$ cat config.mk
export PLATFORM = sky130hd
export DESIGN_NAME = uopt_front
export DESIGN_NICKNAME = d
export VERILOG_FILES = /design/src/hdl/uopt_pkg.sv /design/src/hdl/uopt_front.sv
export SDC_FILE = /design/constraint.sdc
export NUM_CORES = 1
export LEC_CHECK = 0
export BUFFER_PORTS_ARGS = -buffer_cell sky130_fd_sc_hd__buf_2
export CAP_MARGIN = 5
export CORE_MARGIN = 8
export CORE_UTILIZATION = 55
export DETAILED_ROUTE_END_ITERATION = 8
export GPL_TIMING_DRIVEN = 1
export PLACE_DENSITY = 0.86
export SLEW_MARGIN = 20
export SYNTH_ARGS = -nofsm -noshare
export SYNTH_HDL_FRONTEND = slang
export SYNTH_SLANG_ARGS = --single-unit
$ cat constraint.sdc
create_clock -name i_clk -period 16 [get_ports i_clk]
set_clock_uncertainty 0.1 [all_clocks]
set_input_delay 0.8 -clock i_clk [delete_from_list [all_inputs] [get_ports i_clk]]
set_output_delay 0.8 -clock i_clk [all_outputs]
set_load 0.005 [all_outputs]
$ cat src/hdl/uopt_pkg.sv
// Shared types and constants for the unicycle offset-point tracking core.
// No dependencies.
package uopt_pkg;

    localparam int FRAC_BITS = 16;
    localparam int CORDIC_ITERATIONS = 16;
    localparam int WIDE_W = 40;
    localparam logic signed [WIDE_W-1:0] WIDE_MAX = 40'sd274877906943;
    localparam logic signed [34:0] CORDIC_GAIN_Q30 = 35'sd652032875;

    localparam logic [16:0] OFFSET_RESET = 17'd4915;
    localparam logic [18:0] GAIN_RESET = 19'd49152;

    localparam logic REG_OFFSET = 1'b0;
    localparam logic REG_GAIN = 1'b1;
    localparam logic REQ_ODOM = 1'b0;

    typedef logic signed [WIDE_W-1:0] t_wide;

    typedef struct packed {
        logic               is_ref;
        logic signed [31:0] pos_x;
        logic signed [31:0] pos_y;
        logic signed [15:0] heading;
        logic signed [31:0] vel_x;
        logic signed [31:0] vel_y;
        logic signed [31:0] yaw_rate;
    } t_item;

    typedef struct packed {
        logic signed [31:0] vel_x;
        logic signed [31:0] vel_y;
        logic signed [31:0] turn;
    } t_result;

    function automatic logic [31:0] angle_step(input logic [4:0] i);
        case (i)
            5'd0: return 32'h20000000;
            5'd1: return 32'h12E4051E;
            5'd2: return 32'h09FB385B;
            5'd3: return 32'h051111D4;
            5'd4: return 32'h028B0D43;
            5'd5: return 32'h0145D7E1;
            5'd6: return 32'h00A2F61E;
            5'd7: return 32'h00517C55;
            5'd8: return 32'h0028BE53;
            5'd9: return 32'h00145F2F;
            5'd10: return 32'h000A2F98;
            5'd11: return 32'h000517CC;
            5'd12: return 32'h00028BE6;
            5'd13: return 32'h000145F3;
            5'd14: return 32'h0000A2FA;
            5'd15: return 32'h0000517D;
            5'd16: return 32'h000028BE;
            5'd17: return 32'h0000145F;
            5'd18: return 32'h00000A30;
            5'd19: return 32'h00000518;
            5'd20: return 32'h0000028C;
            5'd21: return 32'h00000146;
            5'd22: return 32'h000000A3;
            5'd23: return 32'h00000051;
            default: return 32'h0;
        endcase
    endfunction

    function automatic t_wide sat_wide(input logic signed [WIDE_W+1:0] v);
        if (v > 42'(WIDE_MAX)) return WIDE_MAX;
        if (v < -42'(WIDE_MAX)) return -WIDE_MAX;
        return WIDE_W'(v);
    endfunction

    function automatic logic signed [31:0] sat32(input t_wide v);
        if (v > 40'sd2147483647) return 32'sh7FFFFFFF;
        if (v < -40'sd2147483648) return 32'sh80000000;
        return v[31:0];
    endfunction

endpackage

$ cat src/hdl/uopt_front.sv
// Front end: accepts items, stores odometry, and queues reference items.
// Depends on uopt_pkg.
module uopt_front (
    input  logic                  i_clk,
    input  logic                  i_rst_n,
    input  logic                  i_push,
    input  uopt_pkg::t_item       i_item,
    output logic                  o_full,
    output logic signed [31:0]    o_pose_x,
    output logic signed [31:0]    o_pose_y,
    output logic signed [15:0]    o_pose_heading,
    output logic                  o_q_valid,
    output uopt_pkg::t_item       o_q_item,
    input  logic                  i_q_take
);
    import uopt_pkg::*;

    // Two-entry queue toward the back end.
    t_item      r_mem [2];
    // Each queued reference item carries the pose in force when it was accepted.
    logic signed [31:0] r_pmx [2];
    logic signed [31:0] r_pmy [2];
    logic signed [15:0] r_pmh [2];
    logic       r_wp, r_rp;
    logic [1:0] r_cnt;
    logic signed [31:0] r_px, r_py;
    logic signed [15:0] r_ph;
    logic       w_acc, w_wr;

    assign o_full = (r_cnt == 2'd2);
    assign w_acc = i_push && !o_full;
    assign w_wr = w_acc && i_item.is_ref;
    assign o_q_valid = (r_cnt != 2'd0);
    assign o_q_item = r_mem[r_rp];
    assign o_pose_x = r_pmx[r_rp];
    assign o_pose_y = r_pmy[r_rp];
    assign o_pose_heading = r_pmh[r_rp];

    always_ff @(posedge i_clk) begin
        if (!i_rst_n) begin
            r_wp <= 1'b0;
            r_rp <= 1'b0;
            r_cnt <= 2'd0;
            r_px <= '0;
            r_py <= '0;
            r_ph <= '0;
        end else begin
            if (w_acc && i_item.is_ref == REQ_ODOM) begin
                r_px <= i_item.pos_x;
                r_py <= i_item.pos_y;
                r_ph <= i_item.heading;
            end
            if (w_wr) r_wp <= ~r_wp;
            if (i_q_take && o_q_valid) r_rp <= ~r_rp;
            r_cnt <= r_cnt + 2'(w_wr) - 2'(i_q_take && o_q_valid);
        end
    end

    always_ff @(posedge i_clk) begin
        if (w_wr) begin
            r_mem[r_wp] <= i_item;
            r_pmx[r_wp] <= r_px;
            r_pmy[r_wp] <= r_py;
            r_pmh[r_wp] <= r_ph;
        end
    end
endmodule

==> flow_metrics.tcl, run 1 <==
set metrics [dict create \
    status "complete, no violations" \
    ctsHoldBuffers 0 \
    wl_per_cell_um 23.2 \
    syn_avg_cell_area_um2 18.8 \
    via_per_inst 5.45 \
    synthDistinctLibCells 21 \
    drt-initial-drc-count 1159 \
    preCtsSetupSlack_ns 11.74 \
    tightest_slew_ns 1.13 \
    relSlewSlack 0.246 \
    fp.dieW_um 216 \
    synth-async-reset-ratio 0 \
    p_per_area_mw_per_mm2 148 \
    cts_root_buf "clkbuf_16" \
    final.setup.tns_ns 0 \
    dieArea_mm2 0.0467 \
    setup_viol_count_final 0 \
    globalplace.congestion 1.01 \
    grt_max_degree 93 \
    setup_ws_ns 11.48 \
    grt_setup_unrepaired "no" \
    ys.flop_type "edfxtp_1" \
    grt_pass1_wl_um 74200 \
    grt_util_all_layers 0.206 \
    clock_latency_ns 0.59 \
    period_share 0.283 \
    slew_viol_final 0 \
    h-tree-depth 2 \
    synth_area_mm2 0.0220 \
    drc_errors 0 \
    finalCriticalPeriod_ns 4.52 \
    path_clk_slew_ns 0.06 \
    syn_nets 1356 \
    grt_overflow 0 \
    ys_ff_latch 599 \
    fill_cells 2527 \
    crit_type "register to output port" \
    netlist_top_cells_count "edfxtp_1 (514), mux2_2 (257), nand2_1 (162)" \
    yosys_warnings 0 \
    yosysMostFrequentCell "edfxtp_1" \
    clk_path_buf_depth 3 \
    hold_path_class "input port to register" \
    start_util 0.556 \
    worst_setup_path_start_kind "register" \
    post_cts_buffers 0 \
    cts_resized 0 \
    max_clock_freq_mhz 221 \
    max-vdd-ir-drop_mv 0.115 \
    required_ns 15.10 \
    maxCapViolCount 0 \
    crit_path_end_kind "output port" \
    first_global_vias 12229 \
    cts_sinks 599 \
    layout.nets 1811 \
    fp.dieH_um 216 \
    crit_path_max_fanout 71 \
    p_leak_nw 9.74 \
    crit_arrival_ns 3.62 \
    drive_above_1_share 0.478 \
    wl_um 51100 \
    cts_made_buffers 55 \
    seq_area_frac_synth 0.778 \
    antenna_left 0 \
    hold_viol 0 \
    cts_tree "yes" \
    drt_first_pass_iters 5 \
    core_mm2 0.0396 \
    synth_edf_count 514 \
    ios 440 \
    antenna_found_initial 12 \
    syn_to_final_growth_pct 20.1 \
    hpwl_um 34000 \
    vias 12009 \
    synth_top_area_cell "edfxtp_1" \
    synth.area.top_cells "edfxtp_1 (70%), mux2_2 (13%), dfxtp_1 (7.7%), mux2i_1 (3.7%), nand2_1 (2.8%)" \
    yosysTopAreaCellShare 0.701 \
    syn_inst 1173 \
    portBuffers 439 \
    rows 73 \
]
state kept, by name, indices dropped and copies added, names as in the netlist, named ones only:
signal  flops
r_py       32
r_pmy      64
r_cnt       2
r_rp        1
r_px       32
r_pmx      64
r_pmh      32
r_mem     354
r_wp        1
r_ph       16
per-layer routing:
layer / up-vias / share of wire / global-route usage
li1: 5341 / - / -
met1: 5985 / 0.38 / 0.250
met2: 597 / 0.49 / 0.344
met3: 70 / 0.11 / 0.0780
met4: 16 / 0.018 / 0.0577
met5: - / 0.0021 / 0
final cells by class:
type                       count  area, um^2  area share
multi-input combinational    516        4470       0.169
timing repair buffer         454        2320      0.0878
clock inverter                34         392      0.0148
antenna                        4        10.0    0.000378
tap                          525         657      0.0248
clock buffer                  69        1470      0.0555
inverter                       2        7.51    0.000284
sequential                   599       17100       0.648
worst max-delay path: stages (launching register included):
cell and delay [ns]:
dfxtp_4 0.76, buf_4 0.75, buf_4 0.78, mux2_2 0.44
buf_2 0.14
layout by cell type, fill, tap and decap left out, types with 2 or more instances in the layout:
master and count:
bufinv_16 8, mux2i_1 81, clkbuf_1 11, diode_2 4
nor2_4 2, and2_1 2, xnor2_1 3, edfxtp_1 514
nand2_1 162, buf_4 15, clkinv_2 10, ha_1 2
buf_2 438, nor2b_1 2, mux2_2 257, dfxtp_1 84
clkbuf_16 56, clkinvlp_4 3, clkbuf_8 2, clkinv_1 9
inv_1 2
power breakdown:
group,switching [mW],internal [mW],total (mW)
Combinational,0.354,0.349,0.702
Sequential,0.0604,1.83,1.89
Clock,0.547,0.782,1.33
Total,0.961,2.96,3.92
through the flow:
step	power, mW	utilization	cells	hold slack (ns)	instance area [um^2]
after floorplan	2.38	-	1173	0.325	22000
after global placement	2.60	0.620	2095	0.331	24600
after detailed placement	2.63	0.620	2095	0.337	24600
after CTS	3.96	0.667	2198	0.250	26400
after global routing	4.06	0.668	2202	0.261	26500
final	3.92	0.668	2203	0.294	26500
logic make-up (layout without fill, tap and decap cells):
kind of cell / Yosys count / count (layout) / share of synthesized area
AOI/OAI and AO/OA: 1 / 1 / 0.000341
and+or+nand+nor: 172 / 172 / 0.0309
DFF: 599 / 599 / 0.778
muxes: 338 / 338 / 0.168
xor gates and xnor gates: 3 / 3 / 0.00119
adders and majority gates: 2 / 2 / 0.00114
buffers and inverters: 58 / 559 / 0.0206
other: 0 / 4 / 0
path summary, 6_finish.rpt:
path / end / cells after the start / slack (ns) / startpoint
worst max-delay path: o_pose_y[13] / 4 / 11.48 / register
worst min-delay path: r_mem[0][1] / 1 / 0.29 / i_item[1]
worst max register to register: r_mem[0][34] / 6 / 12.52 / r_cnt[0]
worst min register to register: r_pmx[0][3] / 0 / 0.35 / r_px[3]
Power figures use the tool's default switching activity.
==> inputs of run 2 (changes only) <==
- clock period: 16 -> 4.2 ns (I/O delays scaled with it)
==> flow_metrics.tcl, run 2 (synthesized netlist as in run 1, its figures left out) <==
set metrics [dict create \
    crit_path_max_fanout 67 \
    wl_per_cell_um 24.6 \
    cts_tree "yes" \
    first_global_vias 13790 \
    clk_path_buf_depth 3 \
    grt_setup_unrepaired "no" \
    maxCapViolCount 0 \
    crit_path_end_kind "output port" \
    h-tree-depth 2 \
    worst_setup_path_start_kind "register" \
    preCtsSetupSlack_ns 1.81 \
    grt_pass1_wl_um 86800 \
    antenna_found_initial 5 \
    globalplace.congestion 0.827 \
    syn_to_final_growth_pct 29.1 \
    p_total_mw 15.5 \
    required_ns 3.89 \
    fp.dieH_um 216 \
    cts_sinks 599 \
    crit_arrival_ns 2.54 \
    layout.nets 1998 \
    final.setup.tns_ns 0 \
    post-route-util 0.718 \
    layout_commonest_cell "edfxtp_1" \
    rows 73 \
    antenna_left 0 \
    grt_max_degree 130 \
    fill_cells 2182 \
    hpwl_um 32400 \
    wl_um 58900 \
    start_util 0.556 \
    dp.cells 2104 \
    p_leak_nw 10.6 \
    finalCriticalPeriod_ns 2.85 \
    via_per_inst 5.49 \
    drc_errors 0 \
    instances_no_fill 2393 \
    max-vdd-ir-drop_mv 0.499 \
    vias 13133 \
    core_mm2 0.0396 \
    status "complete, no violations" \
    relSlewSlack 0.451 \
    clock_latency_ns 0.59 \
    crit_type "register to output port" \
    cts_made_buffers 56 \
    drt_first_pass_iters 6 \
    grt_overflow 0 \
    cts_resized 0 \
    tightest_slew_ns 0.824 \
    cts_root_buf "clkbuf_16" \
    fp.dieW_um 216 \
    max_clock_freq_mhz 351 \
    dieArea_mm2 0.0467 \
    p_per_area_mw_per_mm2 543 \
    top_register "r_mem" \
    hold_path_class "input port to register" \
    path_clk_slew_ns 0.06 \
    mostFrequentLayoutCells "edfxtp_1 (514), buf_2 (438), mux2_2 (257), dlygate4sd3_1 (178), nand2_1 (162)" \
    grt_util_all_layers 0.241 \
    reg2reg_slack_ns 1.75 \
    multi_input_area_mm2 0.00447 \
    reg_top3 "r_mem x354, r_pmx x64, r_pmy x64" \
    slew_viol_final 0 \
    ff_latch_area_mm2 0.0171 \
    period_share 0.678 \
    setup_ws_ns 1.35 \
    portBuffers 439 \
    largest_reg_flops 354 \
    drt-initial-drc-count 1321 \
    drive_above_1_share 0.438 \
    ios 440 \
    setup_viol_count_final 0 \
    hold_viol 0 \
]
-- run 2: changes by cell type in the layout (fill, tap and decap cells not counted), moves of 2 or more --
| cell | before | now |
|---|---|---|
| dfxtp_1 | 84 | 82 |
| clkinv_2 | 10 | 12 |
| dlygate4sd3_1 | 0 | 178 |
| clkinv_1 | 9 | 6 |
| buf_12 | 1 | 9 |
| clkbuf_8 | 2 | 9 |
| bufinv_16 | 8 | 6 |
| dfxtp_2 | 0 | 2 |
-- run 2: area by class of cell --
cell class / count / area share
antenna: 5 / 0.000440
clock buffer: 77 / 0.0559
clock inverter: 29 / 0.0107
inverter: 2 / 0.000264
multi-input combinational: 516 / 0.157
sequential: 599 / 0.603
tap: 525 / 0.0231
timing repair buffer: 640 / 0.150
-- run 2: what timing repair did --
item,4_1_cts,5_1_grt
hold endpoints to repair,435,0
hold buffers,178,0
setup buffers,0,0
-- run 2: path summary, 6_finish.rpt --
path,start,cells past startpoint,to
hold / removal,i_rst_n,3,r_px[18]
setup reg to reg,r_cnt[1],4,r_mem[0][75]
hold reg to reg,r_py[11],0,r_pmy[1][11]
setup / recovery,register,3,o_q_item[29]
-- run 2: per-layer routing --
layer | vias to the layer above | wire length, um | global-route usage
met4 | 0 | 1010 | 0.0543
met2 | 733 | 30200 | 0.428
met5 | - | 0 | 0
li1 | 5710 | - | -
met3 | 70 | 5410 | 0.0677
met1 | 6620 | 22200 | 0.289
-- run 2: critical path: stages (launching register included) --
cell and delay, ns:
dfxtp_4 0.89, buf_12 0.39, mux2_2 0.43, buf_2 0.14
-- run 2: per-stage QoR --
stage | hold slack (ns) | cell area (um^2)
after floorplan | 0.209 | 22100
after global placement | 0.298 | 24800
after detailed placement | 0.301 | 24800
after CTS | 0.0166 | 28400
after global routing | 0.0739 | 28400
final | 0.0606 | 28400
-- run 2: report_power, final --
part           switching [mW]  leakage, nW  internal [mW]
clock                    2.20        0.935           3.02
combinational            1.52         4.20           1.49
sequential              0.244         5.45           6.98
==> inputs of run 3 (changes only) <==
- CORE_UTILIZATION: 55 -> 49
- PLACE_DENSITY: 0.86 -> 0.81
- clock period: 4.2 -> 2.4 ns (I/O delays scaled with it)
==> flow_metrics.tcl, run 3 (synthesized netlist as in run 1, its figures left out) <==
set metrics [dict create \
    grt_overflow 0 \
    p_leak_nw 10.8 \
    max-vdd-ir-drop_mv 0.811 \
    via_per_inst 5.16 \
    slew_viol_final 0 \
    setup_viol_count_final 0 \
    crit_path_max_fanout 30 \
    syn_to_final_growth_pct 31.8 \
    fin_area_mm2 0.0290 \
    reg2reg_from "r_cnt[1]" \
    top_register "r_mem" \
    status "complete, no violations" \
    vias 12886 \
    max_clock_freq_mhz 455 \
    antenna_left 0 \
    path_clk_slew_ns 0.06 \
    crit_arrival_ns 1.98 \
    dp.cells 2208 \
    tightest_slew_ns 0.403 \
    rr_worst_depth 5 \
    grt_pass1_wl_um 83300 \
    largest_reg_flops 354 \
    core_mm2 0.0443 \
    fp.dieH_um 228 \
    layout.nets 2040 \
    portBuffers 439 \
    drc_errors 0 \
    maxCapViolCount 0 \
    globalplace.congestion 0.781 \
    rows 77 \
    crit_end "o_q_item[143]" \
    clk_path_buf_depth 3 \
    finalCriticalPeriod_ns 2.20 \
    required_ns 2.18 \
    layout_commonest_cell "edfxtp_1" \
    worst_setup_path_start_kind "register" \
    reg2reg_slack_ns 0.30 \
    hpwl_um 33000 \
    period_share 0.915 \
    hold_path_class "input port to register" \
    crit_type "register to output port" \
    start_util 0.497 \
    first_global_vias 13855 \
    grt_max_degree 78 \
    cts_made_buffers 58 \
    ios 440 \
    grt_setup_unrepaired "no" \
    clock_latency_ns 0.60 \
    fp.dieW_um 228 \
    h-tree-depth 2 \
    hold_viol 0 \
    cts_tree "yes" \
    relSlewSlack 0.731 \
    wl_um 54600 \
    drive_above_1_share 0.446 \
    grt_util_all_layers 0.203 \
    rr_endpoint "r_mem[0][57]" \
    dieArea_mm2 0.0520 \
    cts_root_buf "clkbuf_16" \
    fill_cells 2773 \
    mostFrequentLayoutCells "edfxtp_1 (514), buf_2 (438), mux2_2 (257), dlygate4sd3_1 (180), nand2_1 (162)" \
    drt_first_pass_iters 5 \
    place_area_mm2 0.0253 \
    p_per_area_mw_per_mm2 936 \
    wl_per_cell_um 21.9 \
    crit_path_end_kind "output port" \
    antenna_found_initial 2 \
    instances_no_fill 2499 \
    drt-initial-drc-count 1097 \
    reg_top3 "r_mem x354, r_pmx x64, r_pmy x64" \
    cts_sinks 599 \
]
## run 3: cell type report
| type | count | area (um^2) | share of cell area |
|---|---|---|---|
| diodes | 2 | 5.00 | 0.000172 |
| well taps | 592 | 741 | 0.0255 |
| inverters | 2 | 7.51 | 0.000258 |
| repair buffers | 680 | 4770 | 0.164 |
| multi-input cells | 516 | 4470 | 0.154 |
| clock inverters | 25 | 246 | 0.00849 |
| flip-flops and latches | 599 | 17100 | 0.590 |
| clock buffers | 83 | 1670 | 0.0574 |
## run 3: worst max-delay path: stages (launching register included)
cell and delay, ns:
dfxtp_4 0.39, buf_16 0.23, buf_4 0.23, mux2_2 0.37
buf_2 0.14
## run 3: repair_timing
item	in CTS	in global routing
buffers inserted	1	0
hold buffers	180	0
resized for setup	1	0
endpoints found under the hold margin	439	0
endpoints found under the setup margin	16	0
## run 3: worst min-delay path by stage
| stage | to | cells past startpoint | startpoint |
|---|---|---|---|
| finish | r_mem[0][92] | 2 | i_item[92] |
| global route | r_mem[1][95] | 2 | i_item[95] |
| CTS | r_mem[0][92] | 2 | i_item[92] |
| detailed placement | r_mem[0][6] | 1 | i_item[6] |
| global placement | r_mem[1][68] | 1 | i_item[68] |
| floorplan | r_mem[0][0] | 0 | i_item[0] |
## run 3: stage by stage
stage	setup TNS, ns	power (mW)	util	hold WS, ns	setup slack (ns)
floorplan	-1401.44	15.7	-	0.119	-2.73
global placement	0	17.9	0.571	0.209	0.406
detailed placement	0	18.0	0.571	0.213	0.312
CTS	0	27.2	0.655	0.109	0.133
global route	0	28.1	0.655	0.112	0.125
finish	0	27.2	0.655	0.143	0.204
## run 3: where the power goes
| group | internal (mW) | leakage [nW] | total, mW | switching (mW) |
|---|---|---|---|---|
| Sequential | 12.2 | 5.45 | 12.5 | 0.271 |
| Combinational | 2.91 | 4.46 | 5.66 | 2.75 |
| Clock | 5.25 | 0.936 | 9.03 | 3.78 |
## run 3: layer usage
metal | routed length [um] | part of all wire | GRT usage | up-vias
met5 | 0 | 0 | 0 | -
met3 | 4620 | 0.084 | 0.0551 | 62
met1 | 21400 | 0.39 | 0.254 | 6431
met4 | 762 | 0.014 | 0.0389 | 0
met2 | 27900 | 0.51 | 0.353 | 607
li1 | - | - | - | 5786
