**config.mk**
```make
export PLATFORM = sky130hd
export DESIGN_NAME = uopt_outq
export DESIGN_NICKNAME = d
export VERILOG_FILES = /design/src/hdl/uopt_pkg.sv /design/src/hdl/uopt_outq.sv
export SDC_FILE = /design/constraint.sdc
export NUM_CORES = 1
export LEC_CHECK = 0
export ABC_AREA = 1
export BUFFER_PORTS_ARGS = -buffer_cell sky130_fd_sc_hd__buf_2
export CORE_UTILIZATION = 40
export DETAILED_ROUTE_END_ITERATION = 10
export GPL_TIMING_DRIVEN = 0
export PLACE_DENSITY_LB_ADDON = 0.3
export SYNTH_ARGS = -nofsm -noshare
export SYNTH_HDL_FRONTEND = slang
export SYNTH_SLANG_ARGS = --single-unit
```
**constraint.sdc**
```tcl
create_clock -name i_clk -period 5.2 [get_ports i_clk]
set_clock_uncertainty 0.05 [all_clocks]
set_input_delay 0.26 -clock i_clk [delete_from_list [all_inputs] [get_ports i_clk]]
set_output_delay 0.26 -clock i_clk [all_outputs]
set_load 0.02 [all_outputs]
```
**src/hdl/uopt_pkg.sv**
```systemverilog
// Shared types and constants for the unicycle offset-point tracking core.
// No dependencies.
package uopt_pkg;

    localparam int FRAC_BITS = 16;
    localparam int CORDIC_ITERATIONS = 16;
    localparam int WIDE_W = 40;
    localparam logic signed [WIDE_W-1:0] WIDE_MAX = 40'sd274877906943;
    localparam logic signed [34:0] CORDIC_GAIN_Q30 = 35'sd652032875;

    localparam logic [16:0] OFFSET_RESET = 17'd4915;
    localparam logic [18:0] GAIN_RESET = 19'd49152;

    localparam logic REG_OFFSET = 1'b0;
    localparam logic REG_GAIN = 1'b1;
    localparam logic REQ_ODOM = 1'b0;

    typedef logic signed [WIDE_W-1:0] t_wide;

    typedef struct packed {
        logic               is_ref;
        logic signed [31:0] pos_x;
        logic signed [31:0] pos_y;
        logic signed [15:0] heading;
        logic signed [31:0] vel_x;
        logic signed [31:0] vel_y;
        logic signed [31:0] yaw_rate;
    } t_item;

    typedef struct packed {
        logic signed [31:0] vel_x;
        logic signed [31:0] vel_y;
        logic signed [31:0] turn;
    } t_result;

    function automatic logic [31:0] angle_step(input logic [4:0] i);
        case (i)
            5'd0: return 32'h20000000;
            5'd1: return 32'h12E4051E;
            5'd2: return 32'h09FB385B;
            5'd3: return 32'h051111D4;
            5'd4: return 32'h028B0D43;
            5'd5: return 32'h0145D7E1;
            5'd6: return 32'h00A2F61E;
            5'd7: return 32'h00517C55;
            5'd8: return 32'h0028BE53;
            5'd9: return 32'h00145F2F;
            5'd10: return 32'h000A2F98;
            5'd11: return 32'h000517CC;
            5'd12: return 32'h00028BE6;
            5'd13: return 32'h000145F3;
            5'd14: return 32'h0000A2FA;
            5'd15: return 32'h0000517D;
            5'd16: return 32'h000028BE;
            5'd17: return 32'h0000145F;
            5'd18: return 32'h00000A30;
            5'd19: return 32'h00000518;
            5'd20: return 32'h0000028C;
            5'd21: return 32'h00000146;
            5'd22: return 32'h000000A3;
            5'd23: return 32'h00000051;
            default: return 32'h0;
        endcase
    endfunction

    function automatic t_wide sat_wide(input logic signed [WIDE_W+1:0] v);
        if (v > 42'(WIDE_MAX)) return WIDE_MAX;
        if (v < -42'(WIDE_MAX)) return -WIDE_MAX;
        return WIDE_W'(v);
    endfunction

    function automatic logic signed [31:0] sat32(input t_wide v);
        if (v > 40'sd2147483647) return 32'sh7FFFFFFF;
        if (v < -40'sd2147483648) return 32'sh80000000;
        return v[31:0];
    endfunction

endpackage

```
**src/hdl/uopt_outq.sv**
```systemverilog
// Two-entry result queue feeding the output ports.
// Depends on uopt_pkg.
module uopt_outq (
    input  logic              i_clk,
    input  logic              i_rst_n,
    input  logic              i_valid,
    input  uopt_pkg::t_result i_res,
    output logic              o_take,
    output logic              o_empty,
    output uopt_pkg::t_result o_res,
    input  logic              i_pop
);
    import uopt_pkg::*;

    t_result    r_mem [2];
    logic       r_wp, r_rp;
    logic [1:0] r_cnt;
    logic       w_wr, w_rd;

    assign o_take = i_valid && (r_cnt != 2'd2);
    assign w_wr = o_take;
    assign o_empty = (r_cnt == 2'd0);
    assign w_rd = i_pop && !o_empty;
    assign o_res = r_mem[r_rp];

    always_ff @(posedge i_clk) begin
        if (!i_rst_n) begin
            r_wp <= 1'b0;
            r_rp <= 1'b0;
            r_cnt <= 2'd0;
        end else begin
            if (w_wr) r_wp <= ~r_wp;
            if (w_rd) r_rp <= ~r_rp;
            r_cnt <= r_cnt + 2'(w_wr) - 2'(w_rd);
        end
    end

    always_ff @(posedge i_clk) begin
        if (w_wr) r_mem[r_wp] <= i_res;
    end
endmodule

```
==> impl_table.tex, run 1 <==
\begin{tabular}{lr}
\hline
Metric & Value \\
\hline
\multicolumn{2}{l}{\textbf{Status}} \\
Result of the run & completed \\
\multicolumn{2}{l}{\textbf{STA}} \\
Share of the cycle needed by the critical path after routing & 39.5\% \\
Setup tns final & 0 ns \\
Post-layout min period & 2.06 ns \\
Unrepaired setup endpoints after global routing & false \\
Setup violation total in the final timing report & 0 \\
Slack of the critical path & 3.14 ns \\
Final hold viol count & 0 \\
Relative slew slack & 49.3\% \\
Slew of the pin with the lowest slew margin & 0.758 ns \\
Worst hold slack across all endpoints & 0.0795 ns \\
Maximum clock frequency & 487 MHz \\
Final max-slew violation count & 0 \\
\multicolumn{2}{l}{\textbf{Floorplanning}} \\
Initial Utilization & 40.9\% \\
Area enclosed by the die boundary & 0.0190 sq mm \\
I/O pins & 198 \\
Die Y & 138 um \\
Num rows & 49 \\
Core outline area & 0.0180 sq mm \\
Die Width & 138 um \\
\multicolumn{2}{l}{\textbf{Worst setup path}} \\
Setup slack on the worst flop-to-flop path & 3.14 ns \\
Cell with the largest stage delay on the worst path & nor2\_4 \\
Category of the worst setup path launch point & flop \\
Worst R2R Path Depth & 6 \\
CP Cell Sequence & inv\_1, nand2\_1, nand2\_1, nor2\_4, buf\_12, buf\_12 \\
Worst Setup Path Type & flop to flop \\
RR Endpoint & r\_mem[0][67]\$\_DFFE\_PP\_ \\
Required time of the critical path & 5.27 ns \\
Maximum fanout along the worst path & 26 \\
Largest incremental delay on the critical path & 0.60 ns \\
Signal arrival time at the worst endpoint & 2.12 ns \\
Worst R2R Start & r\_cnt[0]\$\_SDFF\_PN0\_ \\
Critical path endpoint category & flop \\
\multicolumn{2}{l}{\textbf{Logic synthesis}} \\
Share of Yosys cell area claimed by the top area cell type & 78.2\% \\
Top cells by area, synth & edfxtp\_1 78\%, mux2\_2 8.5\%, mux2\_4 8.1\% \\
Cell type contributing the most total cell area after synthesis & edfxtp\_1 \\
Sequential cell area fraction in the yosys report & 79.5\% \\
Distinct cell type count after synthesis & 14 \\
Number of storage elements in the synthesis netlist & 197 \\
Count of yosys warnings during synthesis & 0 \\
Post-Syn Nets & 439 \\
Gate count after technology mapping & 337 \\
Average cell area after synthesis & 21.9 sq um \\
Post-synthesis cell area & 0.00738 sq mm \\
\multicolumn{2}{l}{\textbf{Worst hold path}} \\
Worst Hold Path Cells & 3 \\
Hold Crit Endpoint & r\_wp\$\_SDFFE\_PN0P\_ \\
Worst min-delay path class & input port to flop \\
Startpoint of the lowest-slack hold path & i\_valid \\
\multicolumn{2}{l}{\textbf{Drt}} \\
Number of vias after detailed routing & 4,137 \\
Antenna Nets Post-Route & 0 \\
Count of TritonRoute iterations in the first routing pass & 4 \\
DRC violation count after routing & 0 \\
Drt first-iter violations & 156 \\
Ratio of routed vias to standard cells & 4.61 \\
Wire length per cell & 15.7 um \\
Overall routed net length & 14,100 um \\
\multicolumn{2}{l}{\textbf{Pwr}} \\
Power density over the cells & 470 mW/mm\^{}2 \\
Leak Pwr & 0.00402 uW \\
VDD IR-drop max & 231 uV \\
\multicolumn{2}{l}{\textbf{CTS}} \\
Skew-Pair Late Insertion Delay & 0.42 ns \\
Number of H-tree levels & 4 \\
Clock slew seen by the registers of the worst setup and hold paths & 0.07 ns \\
Buffers from clock root to sink, at most & 2 \\
Number of setup buffers added after CTS & 0 \\
Root buffer selected by CTS & clkbuf\_16 \\
CTS tree & done \\
TritonCTS sink count & 197 \\
Number of buffers inserted during clock tree synthesis & 17 \\
\multicolumn{2}{l}{\textbf{GRT}} \\
Number of global-route vias before repair & 4,299 \\
Pin count of the biggest net entering global routing & 51 \\
Remaining global-route overflow & 0 \\
Wire length of the first global-routing pass & 20,800 um \\
Number of antenna violations at the first check in global routing & 1 \\
Gr usage total & 14.9\% \\
\multicolumn{2}{l}{\textbf{Run}} \\
Max-capacitance violation count & 0 \\
\multicolumn{2}{l}{\textbf{Place}} \\
DP Wirelength & 8740 um \\
Cell total after placement & 767 \\
Post-placement setup slack & 3.12 ns \\
Routability-driven placement congestion ratio & 0.691 \\
Count of port buffers added during placement & 197 \\
\multicolumn{2}{l}{\textbf{Cells and area}} \\
Fillcell total & 1,418 \\
Synth-to-layout area growth & 40.3\% \\
Final Net Count & 756 \\
Fraction of final layout cells with drive strength greater than 1 & 51.0\% \\
Final Core Density & 57.4\% \\
Final cell count without fillers & 897 \\
\hline
\end{tabular}
## cells in the final DEF, fill, tap and decap left out, types with 7 or more instances in the layout
| cell | netlist | routed |
|---|---|---|
| clkbuf_16 | 0 | 17 |
| buf_2 | 5 | 202 |
| mux2_2 | 56 | 56 |
| nor2_1 | 8 | 7 |
| buf_12 | 4 | 7 |
| mux2_4 | 40 | 40 |
| nand2_1 | 9 | 9 |
| edfxtp_1 | 192 | 192 |
| inv_1 | 9 | 8 |
| dlygate4sd3_1 | 0 | 97 |
## sequential cells by signal, indices dropped and copies added, names as in the netlist, named ones only
register / count
r_rp: 1
r_cnt: 2
r_mem: 192
r_wp: 1
## power breakdown
part           internal, uW  switching, uW  leakage [uW]
Sequential             2030           56.2       0.00183
Clock                   813            569      0.000294
Combinational           619            780       0.00189
## how the worst max path moves through the flow
stage                   startpoint                endpoint  slack (ns)  cells past startpoint
2_1_floorplan  r_cnt[0]$_SDFF_PN0_   r_mem[0][0]$_DFFE_PP_        0.07                      4
3_3_place_gp   r_cnt[0]$_SDFF_PN0_  r_mem[0][68]$_DFFE_PP_       -2.18                      4
3_5_place_dp   r_cnt[0]$_SDFF_PN0_  r_mem[0][68]$_DFFE_PP_        3.12                      6
4_1_cts        r_cnt[0]$_SDFF_PN0_  r_mem[0][76]$_DFFE_PP_        3.11                      6
5_1_grt        r_cnt[0]$_SDFF_PN0_  r_mem[0][67]$_DFFE_PP_        3.00                      6
6_report       r_cnt[0]$_SDFF_PN0_  r_mem[0][67]$_DFFE_PP_        3.14                      6
## Yosys cell counts
cell type and n:
edfxtp_1 192, mux2_2 56, mux2_4 40, inv_1 9, nand2_1 9, nor2_1 8, buf_2 5, dfxtp_1 5
buf_12 4, nand3_1 3, a21oi_1 2, ha_1 2, buf_6 1, buf_8 1
## through the flow
stage | instance area, sq um | power, uW
floorplan | 7380 | 3060
global placement | 8650 | 3460
detailed placement | 8750 | 3470
CTS | 10300 | 4910
global route | 10300 | 5080
finish | 10300 | 4860
## critical path: cells and delay by family, from the launching register on
kind | cells | cell delay [ns]
simple gates | 3 | 0.80
flops | 1 | 0.33
buf+inv | 3 | 0.54
## layout make-up
type	instances	area, sq um	share of cell area (%)
Clock buffer	18	429	4.15
Clock inverter	14	199	1.92
Buffer	11	131	1.27
Tap cell	229	287	2.77
Sequential cell	197	5870	56.7
Inverter	9	36.3	0.351
Multi-Input combinational cell	120	1350	13.1
Timing Repair Buffer	298	2040	19.8
Antenna cell	1	2.50	0.0242
## cell families after synthesis
| family | Yosys count | share of synthesized area, % |
|---|---|---|
| and+or+nand+nor | 20 | 1.07 |
| buffers and inverters | 20 | 2.24 |
| DFF | 197 | 79.5 |
| muxes | 96 | 16.7 |
| AOI/OAI and AO/OA | 2 | 0.136 |
| adders and majority gates | 2 | 0.339 |
## timing repair
item | in CTS | in global routing
endpoints found under the hold margin | 193 | 0
gates resized for setup | 0 | 0
hold buffers | 97 | 0
## metal layers
layer | routed length [um] | global-route usage, %
met1 | 5510 | 16.0
met2 | 7160 | 26.1
met3 | 1140 | 5.15
met4 | 259 | 6.88
met5 | 0 | 0
(Power assumes the default switching activity.)
==> inputs of run 2 (changes only) <==
==> constraint.sdc (replaced) <==
create_clock -name i_clk -period 1.9 [get_ports i_clk]
set_clock_uncertainty 0.05 [all_clocks]
set_input_delay 0.095 -clock i_clk [delete_from_list [all_inputs] [get_ports i_clk]]
set_output_delay 0.095 -clock i_clk [all_outputs]
set_load 0.02 [all_outputs]
==> run 2 against run 1 <==
- clock power increased to 2.7 times the previous value
- sequential share of layout area is 0.34 points lower
- total power increased to 2.7 times the previous value
- critical path depth shrank 1
- final cell count rose by 0.56%
- first-iteration DRC count is 3.8% lower
- highest routed layer unchanged
==> impl_table.tex, run 2 (synthesized netlist as in run 1, its figures left out) <==
\begin{tabular}{lr}
\hline
Metric & Value \\
\hline
\multicolumn{2}{l}{\textbf{Place}} \\
Count of port buffers added during placement & 197 (unchanged) \\
Placed cell area & 0.00878 sq mm (was 0.00875 sq mm) \\
Post-placement setup slack & -0.0247 ns (was 3.12 ns) \\
Routability-driven placement congestion ratio & 0.695 (was 0.691) \\
DP Wirelength & 9250 um (was 8740 um) \\
\multicolumn{2}{l}{\textbf{Cells and area}} \\
Post-Layout Inst Area & 0.0104 sq mm (was 0.0103 sq mm) \\
Synth-to-layout area growth & 41.2\% (was 40.3\%) \\
Register bank with the most flops & r\_mem (unchanged) \\
Max FFs per register & 192 (unchanged) \\
Highest-count cells in the layout ignoring fill and taps & 197 x buf\_2, 192 x edfxtp\_1, 99 x dlygate4sd3\_1, 56 x mux2\_2, 40 x mux2\_4 (was 202 x buf\_2, 192 x edfxtp\_1, 97 x dlygate4sd3\_1, 56 x mux2\_2, 40 x mux2\_4) \\
Number of antenna cells inserted & 0 (was 1) \\
Fillcell total & 1,387 (was 1,418) \\
Area taken by multi-input logic gates & 0.00137 sq mm (was 0.00135 sq mm) \\
Final Net Count & 762 (was 756) \\
Most common cell after layout, fill and taps aside & buf\_2 (unchanged) \\
FF+latch area & 0.00587 sq mm (about the same) \\
Fraction of final layout cells with drive strength greater than 1 & 51.7\% (was 51.0\%) \\
Registers with the most flip-flops & r\_mem: 192 flops, r\_cnt: 2 flops (unchanged) \\
\multicolumn{2}{l}{\textbf{STA}} \\
Maximum clock frequency & 552 MHz \\
Unrepaired setup endpoints after global routing & true (was false) \\
Final max-slew violation count & 0 (unchanged) \\
Share of the cycle needed by the critical path after routing & 95.3\% \\
Relative slew slack & 52.0\% (was 49.3\%) \\
Setup violation total in the final timing report & 0 (unchanged) \\
Final hold viol count & 0 (unchanged) \\
Slack of the critical path & 0.0892 ns (was 3.14 ns) \\
Post-layout min period & 1.81 ns \\
Slew of the pin with the lowest slew margin & 0.720 ns (was 0.758 ns) \\
Worst hold slack across all endpoints & 0.339 ns (was 0.0795 ns) \\
\multicolumn{2}{l}{\textbf{Worst setup path}} \\
Number of buffer and inverter instances along the worst setup path & 4 (was 3) \\
Worst Setup Path Type & flop to output pin (was flop to flop) \\
RR Endpoint & r\_mem[1][80]\$\_DFFE\_PP\_ (was r\_mem[0][67]\$\_DFFE\_PP\_) \\
Crit path top cell by count & buf\_12 \\
Maximum fanout along the worst path & 10 (was 26) \\
Category of the worst setup path launch point & flop (unchanged) \\
Cell with the largest stage delay on the worst path & dfxtp\_1 (was nor2\_4) \\
Signal arrival time at the worst endpoint & 1.67 ns (was 2.12 ns) \\
CP Cell Sequence & buf\_6, buf\_12, buf\_12, mux2\_4, buf\_2 (was inv\_1, nand2\_1, nand2\_1, nor2\_4, buf\_12, buf\_12) \\
Largest incremental delay on the critical path & 0.32 ns (was 0.60 ns) \\
Kind of cell with the highest combined delay on the critical path & buffers and inverters (was simple AND/OR/NAND/NOR gates) \\
Worst R2R Start & r\_wp\$\_SDFFE\_PN0P\_ (was r\_cnt[0]\$\_SDFF\_PN0\_) \\
Required time of the critical path & 1.75 ns (was 5.27 ns) \\
Setup slack on the worst flop-to-flop path & 0.11 ns (was 3.14 ns) \\
Worst R2R Path Depth & 3 (was 6) \\
Critical path endpoint category & output pin (was flop) \\
\multicolumn{2}{l}{\textbf{Pwr}} \\
VDD IR-drop max & 679 uV (was 231 uV) \\
Final total power & 13,300 uW (was 4860 uW) \\
Leak Pwr & 0.00403 uW (was 0.00402 uW) \\
Power density over the cells & 1280 mW/mm\^{}2 (was 470 mW/mm\^{}2) \\
\multicolumn{2}{l}{\textbf{Drt}} \\
Count of TritonRoute iterations in the first routing pass & 5 (was 4) \\
Wire length per cell & 16.2 um (was 15.7 um) \\
Antenna Nets Post-Route & 0 (unchanged) \\
Drt first-iter violations & 150 (was 156) \\
Overall routed net length & 14,600 um (was 14,100 um) \\
DRC violation count after routing & 0 (unchanged) \\
Number of vias after detailed routing & 4,155 (was 4,137) \\
Ratio of routed vias to standard cells & 4.61 (about the same) \\
\multicolumn{2}{l}{\textbf{CTS}} \\
CTS tree & done (unchanged) \\
Root buffer selected by CTS & clkbuf\_16 (unchanged) \\
Number of buffers inserted during clock tree synthesis & 17 (unchanged) \\
Number of H-tree levels & 4 (unchanged) \\
TritonCTS sink count & 197 (unchanged) \\
Buffers from clock root to sink, at most & 2 (unchanged) \\
Clock slew seen by the registers of the worst setup and hold paths & 0.07 ns (about the same) \\
Skew-Pair Late Insertion Delay & 0.42 ns (about the same) \\
\multicolumn{2}{l}{\textbf{GRT}} \\
Gr usage total & 15.5\% (was 14.9\%) \\
Wire length of the first global-routing pass & 21,600 um (was 20,800 um) \\
Remaining global-route overflow & 0 (unchanged) \\
Number of global-route vias before repair & 4,365 (was 4,299) \\
Pin count of the biggest net entering global routing & 41 (was 51) \\
Number of antenna violations at the first check in global routing & 0 (was 1) \\
\multicolumn{2}{l}{\textbf{Worst hold path}} \\
Hold Crit Endpoint & r\_mem[0][70]\$\_DFFE\_PP\_ (was r\_wp\$\_SDFFE\_PN0P\_) \\
Worst min-delay path class & input port to flop (unchanged) \\
Worst Hold Path Cells & 2 (was 3) \\
Startpoint of the lowest-slack hold path & i\_res[70] (was i\_valid) \\
\multicolumn{2}{l}{\textbf{Floorplanning}} \\
Die Width & 138 um (unchanged) \\
Die Y & 138 um (unchanged) \\
Num rows & 49 (unchanged) \\
Area enclosed by the die boundary & 0.0190 sq mm (unchanged) \\
Initial Utilization & 40.9\% (unchanged) \\
I/O pins & 198 (unchanged) \\
Core outline area & 0.0180 sq mm (unchanged) \\
\multicolumn{2}{l}{\textbf{Run}} \\
Max-capacitance violation count & 0 (unchanged) \\
\multicolumn{2}{l}{\textbf{Status}} \\
Result of the run & completed (unchanged) \\
\hline
\end{tabular}
[run 2: worst max-delay path by stage]
| stage | to | slack (ns) | cells past startpoint |
|---|---|---|---|
| after CTS | o_res[86] | 0.01 | 5 |
| final | o_res[86] | 0.09 | 5 |
| after global placement | r_mem[1][57]$_DFFE_PP_ | -1.33 | 3 |
| after detailed placement | r_mem[0][72]$_DFFE_PP_ | -0.02 | 5 |
| after global routing | o_res[86] | -0.007 | 5 |
| after floorplan | r_mem[0][0]$_DFFE_PP_ | -0.50 | 4 |
[run 2: layout make-up]
type,count,share of cell area [%]
Buffer,11,1.43
Clock buffer,18,4.12
Clock inverter,14,1.68
Inverter,9,0.360
Multi-Input combinational cell,121,13.1
Sequential cell,197,56.3
Tap cell,229,2.75
Timing Repair Buffer,303,20.2
[run 2: worst reg2reg max path: stages (launching register included)]
cell and delay, ns:
dfxtp_1 0.49, nand3_2 0.16, clkinvlp_4 0.43, buf_12 0.30
[run 2: report_power, final]
| group | switching (uW) | internal (uW) | total, uW |
|---|---|---|---|
| logic | 2180 | 1760 | 3940 |
| clock network | 1580 | 2090 | 3670 |
| registers | 164 | 5550 | 5710 |
| total | 3930 | 9400 | 13300 |
[run 2: what timing repair did]
| item | 4_1_cts | 5_1_grt |
|---|---|---|
| hold buffers | 99 | 0 |
| gates resized for setup | 1 | 5 |
| gates cloned | 1 | 0 |
| endpoints found under the setup margin | 60 | 73 |
| pin swaps | 1 | 0 |
| buffers inserted | 0 | 2 |
| hold endpoints to repair | 197 | 0 |
[run 2: stage by stage]
step | TNS (ns) | util (%) | instances
finish | 0 | 57.8 | 902
global route | -0.0102 | 57.8 | 902
global placement | -250.47 | 48.1 | 763
CTS | 0 | 57.6 | 900
detailed placement | -1.17 | 48.7 | 768
floorplan | -91.42 | - | 337
[run 2: metal layers]
layer	vias up	routed length [um]	track usage [%]
met2	138	7490	26.9
met3	9	966	5.08
met4	0	97	5.50
li1	1960	-	-
met5	-	0	0
met1	2048	6080	18.0
==> inputs of run 3 (changes only) <==
--- a/config.mk
+++ b/config.mk
@@ -7,6 +7,7 @@
 export LEC_CHECK = 0
 export ABC_AREA = 1
 export BUFFER_PORTS_ARGS = -buffer_cell sky130_fd_sc_hd__buf_2
+export CORE_ASPECT_RATIO = 0.6
 export CORE_UTILIZATION = 40
 export DETAILED_ROUTE_END_ITERATION = 10
 export GPL_TIMING_DRIVEN = 0
==> run 3 against run 2 <==
- sequential share of layout area increased by 0.20 points
- sequential power about the same
- count of clock-buffer cells in the layout unchanged
- first-iteration DRC count increased by 33%
- design area decreased by 0.36%
- non-clock buffer count decreased by 2
- wire length decreased by 0.81%
- maximum frequency decreased by 1.4%
- via count decreased by 1.7%
- register-to-register slack improved by 0.05 ns
- die area about the same
- highest routed layer unchanged
==> impl_table.tex, run 3 (synthesized netlist as in run 1, its figures left out) <==
\begin{tabular}{lr}
\hline
Metric & Value \\
\hline
\multicolumn{2}{l}{\textbf{Worst hold path}} \\
Startpoint of the lowest-slack hold path & i\_res[30] (was i\_res[70]) \\
Worst min-delay path class & input port to flop (unchanged) \\
Hold Crit Endpoint & r\_mem[0][30]\$\_DFFE\_PP\_ (was r\_mem[0][70]\$\_DFFE\_PP\_) \\
Worst Hold Path Cells & 2 (unchanged) \\
\multicolumn{2}{l}{\textbf{Worst setup path}} \\
Required time of the critical path & 1.75 ns (about the same) \\
Worst R2R Path Depth & 6 (was 3) \\
Signal arrival time at the worst endpoint & 1.69 ns (was 1.67 ns) \\
Critical path endpoint category & output pin (unchanged) \\
Setup slack on the worst flop-to-flop path & 0.16 ns (was 0.11 ns) \\
Category of the worst setup path launch point & flop (unchanged) \\
Worst R2R Start & r\_cnt[0]\$\_SDFF\_PN0\_ (was r\_wp\$\_SDFFE\_PN0P\_) \\
RR Endpoint & r\_mem[0][57]\$\_DFFE\_PP\_ (was r\_mem[1][80]\$\_DFFE\_PP\_) \\
Maximum fanout along the worst path & 10 (unchanged) \\
Worst Setup Path Type & flop to output pin (unchanged) \\
\multicolumn{2}{l}{\textbf{CTS}} \\
Number of H-tree levels & 4 (unchanged) \\
TritonCTS sink count & 197 (unchanged) \\
Root buffer selected by CTS & clkbuf\_16 (unchanged) \\
Number of buffers inserted during clock tree synthesis & 17 (unchanged) \\
Skew-Pair Late Insertion Delay & 0.42 ns (about the same) \\
Buffers from clock root to sink, at most & 2 (unchanged) \\
Clock slew seen by the registers of the worst setup and hold paths & 0.07 ns (about the same) \\
Number of setup buffers added after CTS & 0 (unchanged) \\
CTS tree & done (unchanged) \\
\multicolumn{2}{l}{\textbf{Floorplanning}} \\
Initial Utilization & 40.8\% (was 40.9\%) \\
Die Y & 107 um (was 138 um) \\
Core outline area & 0.0181 sq mm (was 0.0180 sq mm) \\
I/O pins & 198 (unchanged) \\
Area enclosed by the die boundary & 0.0190 sq mm (about the same) \\
Num rows & 38 (was 49) \\
Die Width & 177 um (was 138 um) \\
\multicolumn{2}{l}{\textbf{Drt}} \\
Wire length per cell & 15.9 um (was 16.2 um) \\
Ratio of routed vias to standard cells & 4.49 (was 4.61) \\
Number of vias after detailed routing & 4,085 (was 4,155) \\
Drt first-iter violations & 200 (was 150) \\
Antenna Nets Post-Route & 0 (unchanged) \\
DRC violation count after routing & 0 (unchanged) \\
Count of TritonRoute iterations in the first routing pass & 4 (was 5) \\
Overall routed net length & 14,500 um (was 14,600 um) \\
\multicolumn{2}{l}{\textbf{Place}} \\
Cell total after placement & 779 (was 768) \\
DP Wirelength & 9330 um (was 9250 um) \\
Post-placement setup slack & 0.153 ns (was -0.0247 ns) \\
Routability-driven placement congestion ratio & 0.722 (was 0.695) \\
Count of port buffers added during placement & 197 (unchanged) \\
\multicolumn{2}{l}{\textbf{Run}} \\
Max-capacitance violation count & 0 (unchanged) \\
\multicolumn{2}{l}{\textbf{Cells and area}} \\
Final cell count without fillers & 910 (was 902) \\
Most common cell after layout, fill and taps aside & buf\_2 (unchanged) \\
Number of antenna cells inserted & 0 (unchanged) \\
Highest-count cells in the layout ignoring fill and taps & 200 x buf\_2, 192 x edfxtp\_1, 99 x dlygate4sd3\_1, 56 x mux2\_2, 40 x mux2\_4 (was 197 x buf\_2, 192 x edfxtp\_1, 99 x dlygate4sd3\_1, 56 x mux2\_2, 40 x mux2\_4) \\
Synth-to-layout area growth & 40.7\% (was 41.2\%) \\
Max FFs per register & 192 (unchanged) \\
Register bank with the most flops & r\_mem (unchanged) \\
Final Net Count & 759 (was 762) \\
Final Core Density & 57.4\% (was 57.8\%) \\
Registers with the most flip-flops & r\_mem: 192 flops, r\_cnt: 2 flops (unchanged) \\
Fraction of final layout cells with drive strength greater than 1 & 51.6\% (was 51.7\%) \\
\multicolumn{2}{l}{\textbf{STA}} \\
Setup tns final & 0 ns (unchanged) \\
Maximum clock frequency & 544 MHz (was 552 MHz) \\
Slew of the pin with the lowest slew margin & 0.506 ns (was 0.720 ns) \\
Slack of the critical path & 0.0629 ns (was 0.0892 ns) \\
Worst hold slack across all endpoints & 0.337 ns (was 0.339 ns) \\
Setup violation total in the final timing report & 0 (unchanged) \\
Unrepaired setup endpoints after global routing & true (unchanged) \\
Relative slew slack & 66.2\% (was 52.0\%) \\
Post-layout min period & 1.84 ns (was 1.81 ns) \\
Share of the cycle needed by the critical path after routing & 96.7\% (was 95.3\%) \\
Final hold viol count & 0 (unchanged) \\
Final max-slew violation count & 0 (unchanged) \\
\multicolumn{2}{l}{\textbf{GRT}} \\
Pin count of the biggest net entering global routing & 41 (unchanged) \\
Gr usage total & 16.0\% (was 15.5\%) \\
Number of global-route vias before repair & 4,457 (was 4,365) \\
Number of antenna violations at the first check in global routing & 0 (unchanged) \\
Remaining global-route overflow & 0 (unchanged) \\
Wire length of the first global-routing pass & 22,600 um (was 21,600 um) \\
\multicolumn{2}{l}{\textbf{Pwr}} \\
VDD IR-drop max & 742 uV (was 679 uV) \\
Leak Pwr & 0.00402 uW (was 0.00403 uW) \\
Power density over the cells & 1270 mW/mm\^{}2 (was 1280 mW/mm\^{}2) \\
\multicolumn{2}{l}{\textbf{Status}} \\
Result of the run & completed (unchanged) \\
\hline
\end{tabular}
==> run 3: changes by cell type in the layout (fill, tap and decap cells not counted), moves of 2 or more <==
cell and delta:
inv_8 +2, clkinvlp_4 -4, clkbuf_4 -3, buf_2 +3
clkinv_4 +3, buf_4 -2
==> run 3: routing by layer <==
metal / up-vias / GRT usage, % / part of all wire (%)
met1: 1976 / 19.9 / 44
met5: - / 0 / 0
li1: 1955 / - / -
met4: 0 / 4.33 / 0.70
met2: 145 / 25.8 / 48
met3: 9 / 6.49 / 7.7
==> run 3: worst max path at each step <==
stage	startpoint	end	cells after the start
after floorplan	r_cnt[0]$_SDFF_PN0_	r_mem[0][0]$_DFFE_PP_	4
after global placement	r_cnt[1]$_SDFF_PN0_	r_mem[1][59]$_DFFE_PP_	3
after detailed placement	r_cnt[0]$_SDFF_PN0_	r_mem[0][61]$_DFFE_PP_	6
after CTS	flop	o_res[9]	4
after global routing	flop	o_res[82]	5
final	flop	o_res[9]	4
==> run 3: report_power, final <==
group	switching, uW	internal, uW	leakage (uW)
Combinational	2170	1720	0.00190
Clock	1620	1980	0.000290
Sequential	161	5550	0.00183
==> run 3: critical path: stages (launching register included) <==
cell     delay [ns]
dfxtp_1        0.32
buf_6          0.12
buf_2          0.26
mux2_2         0.39
buf_2          0.17
==> run 3: layout make-up <==
type	instances	area, sq um
Buffer	11	136
Clock buffer	18	429
Clock inverter	14	165
Fill cell	1401	7690
Inverter	9	37.5
Multi-Input combinational cell	120	1360
Sequential cell	197	5870
Tap cell	240	300
Timing Repair Buffer	301	2080
==> run 3: repair_timing <==
item	CTS	global route
hold buffers	99	0
endpoints found under the setup margin	10	40
endpoints found under the hold margin	197	0
pin swaps	0	0
gates resized for setup	1	1
cloned	0	0
==> run 3: metrics by stage <==
stage                     power (uW)  cell area, sq um
after CTS                      13400             10400
final                          13200             10400
after detailed placement        9560              8780
after floorplan                 8350              7400
after global routing           13800             10400
after global placement          9400              8680
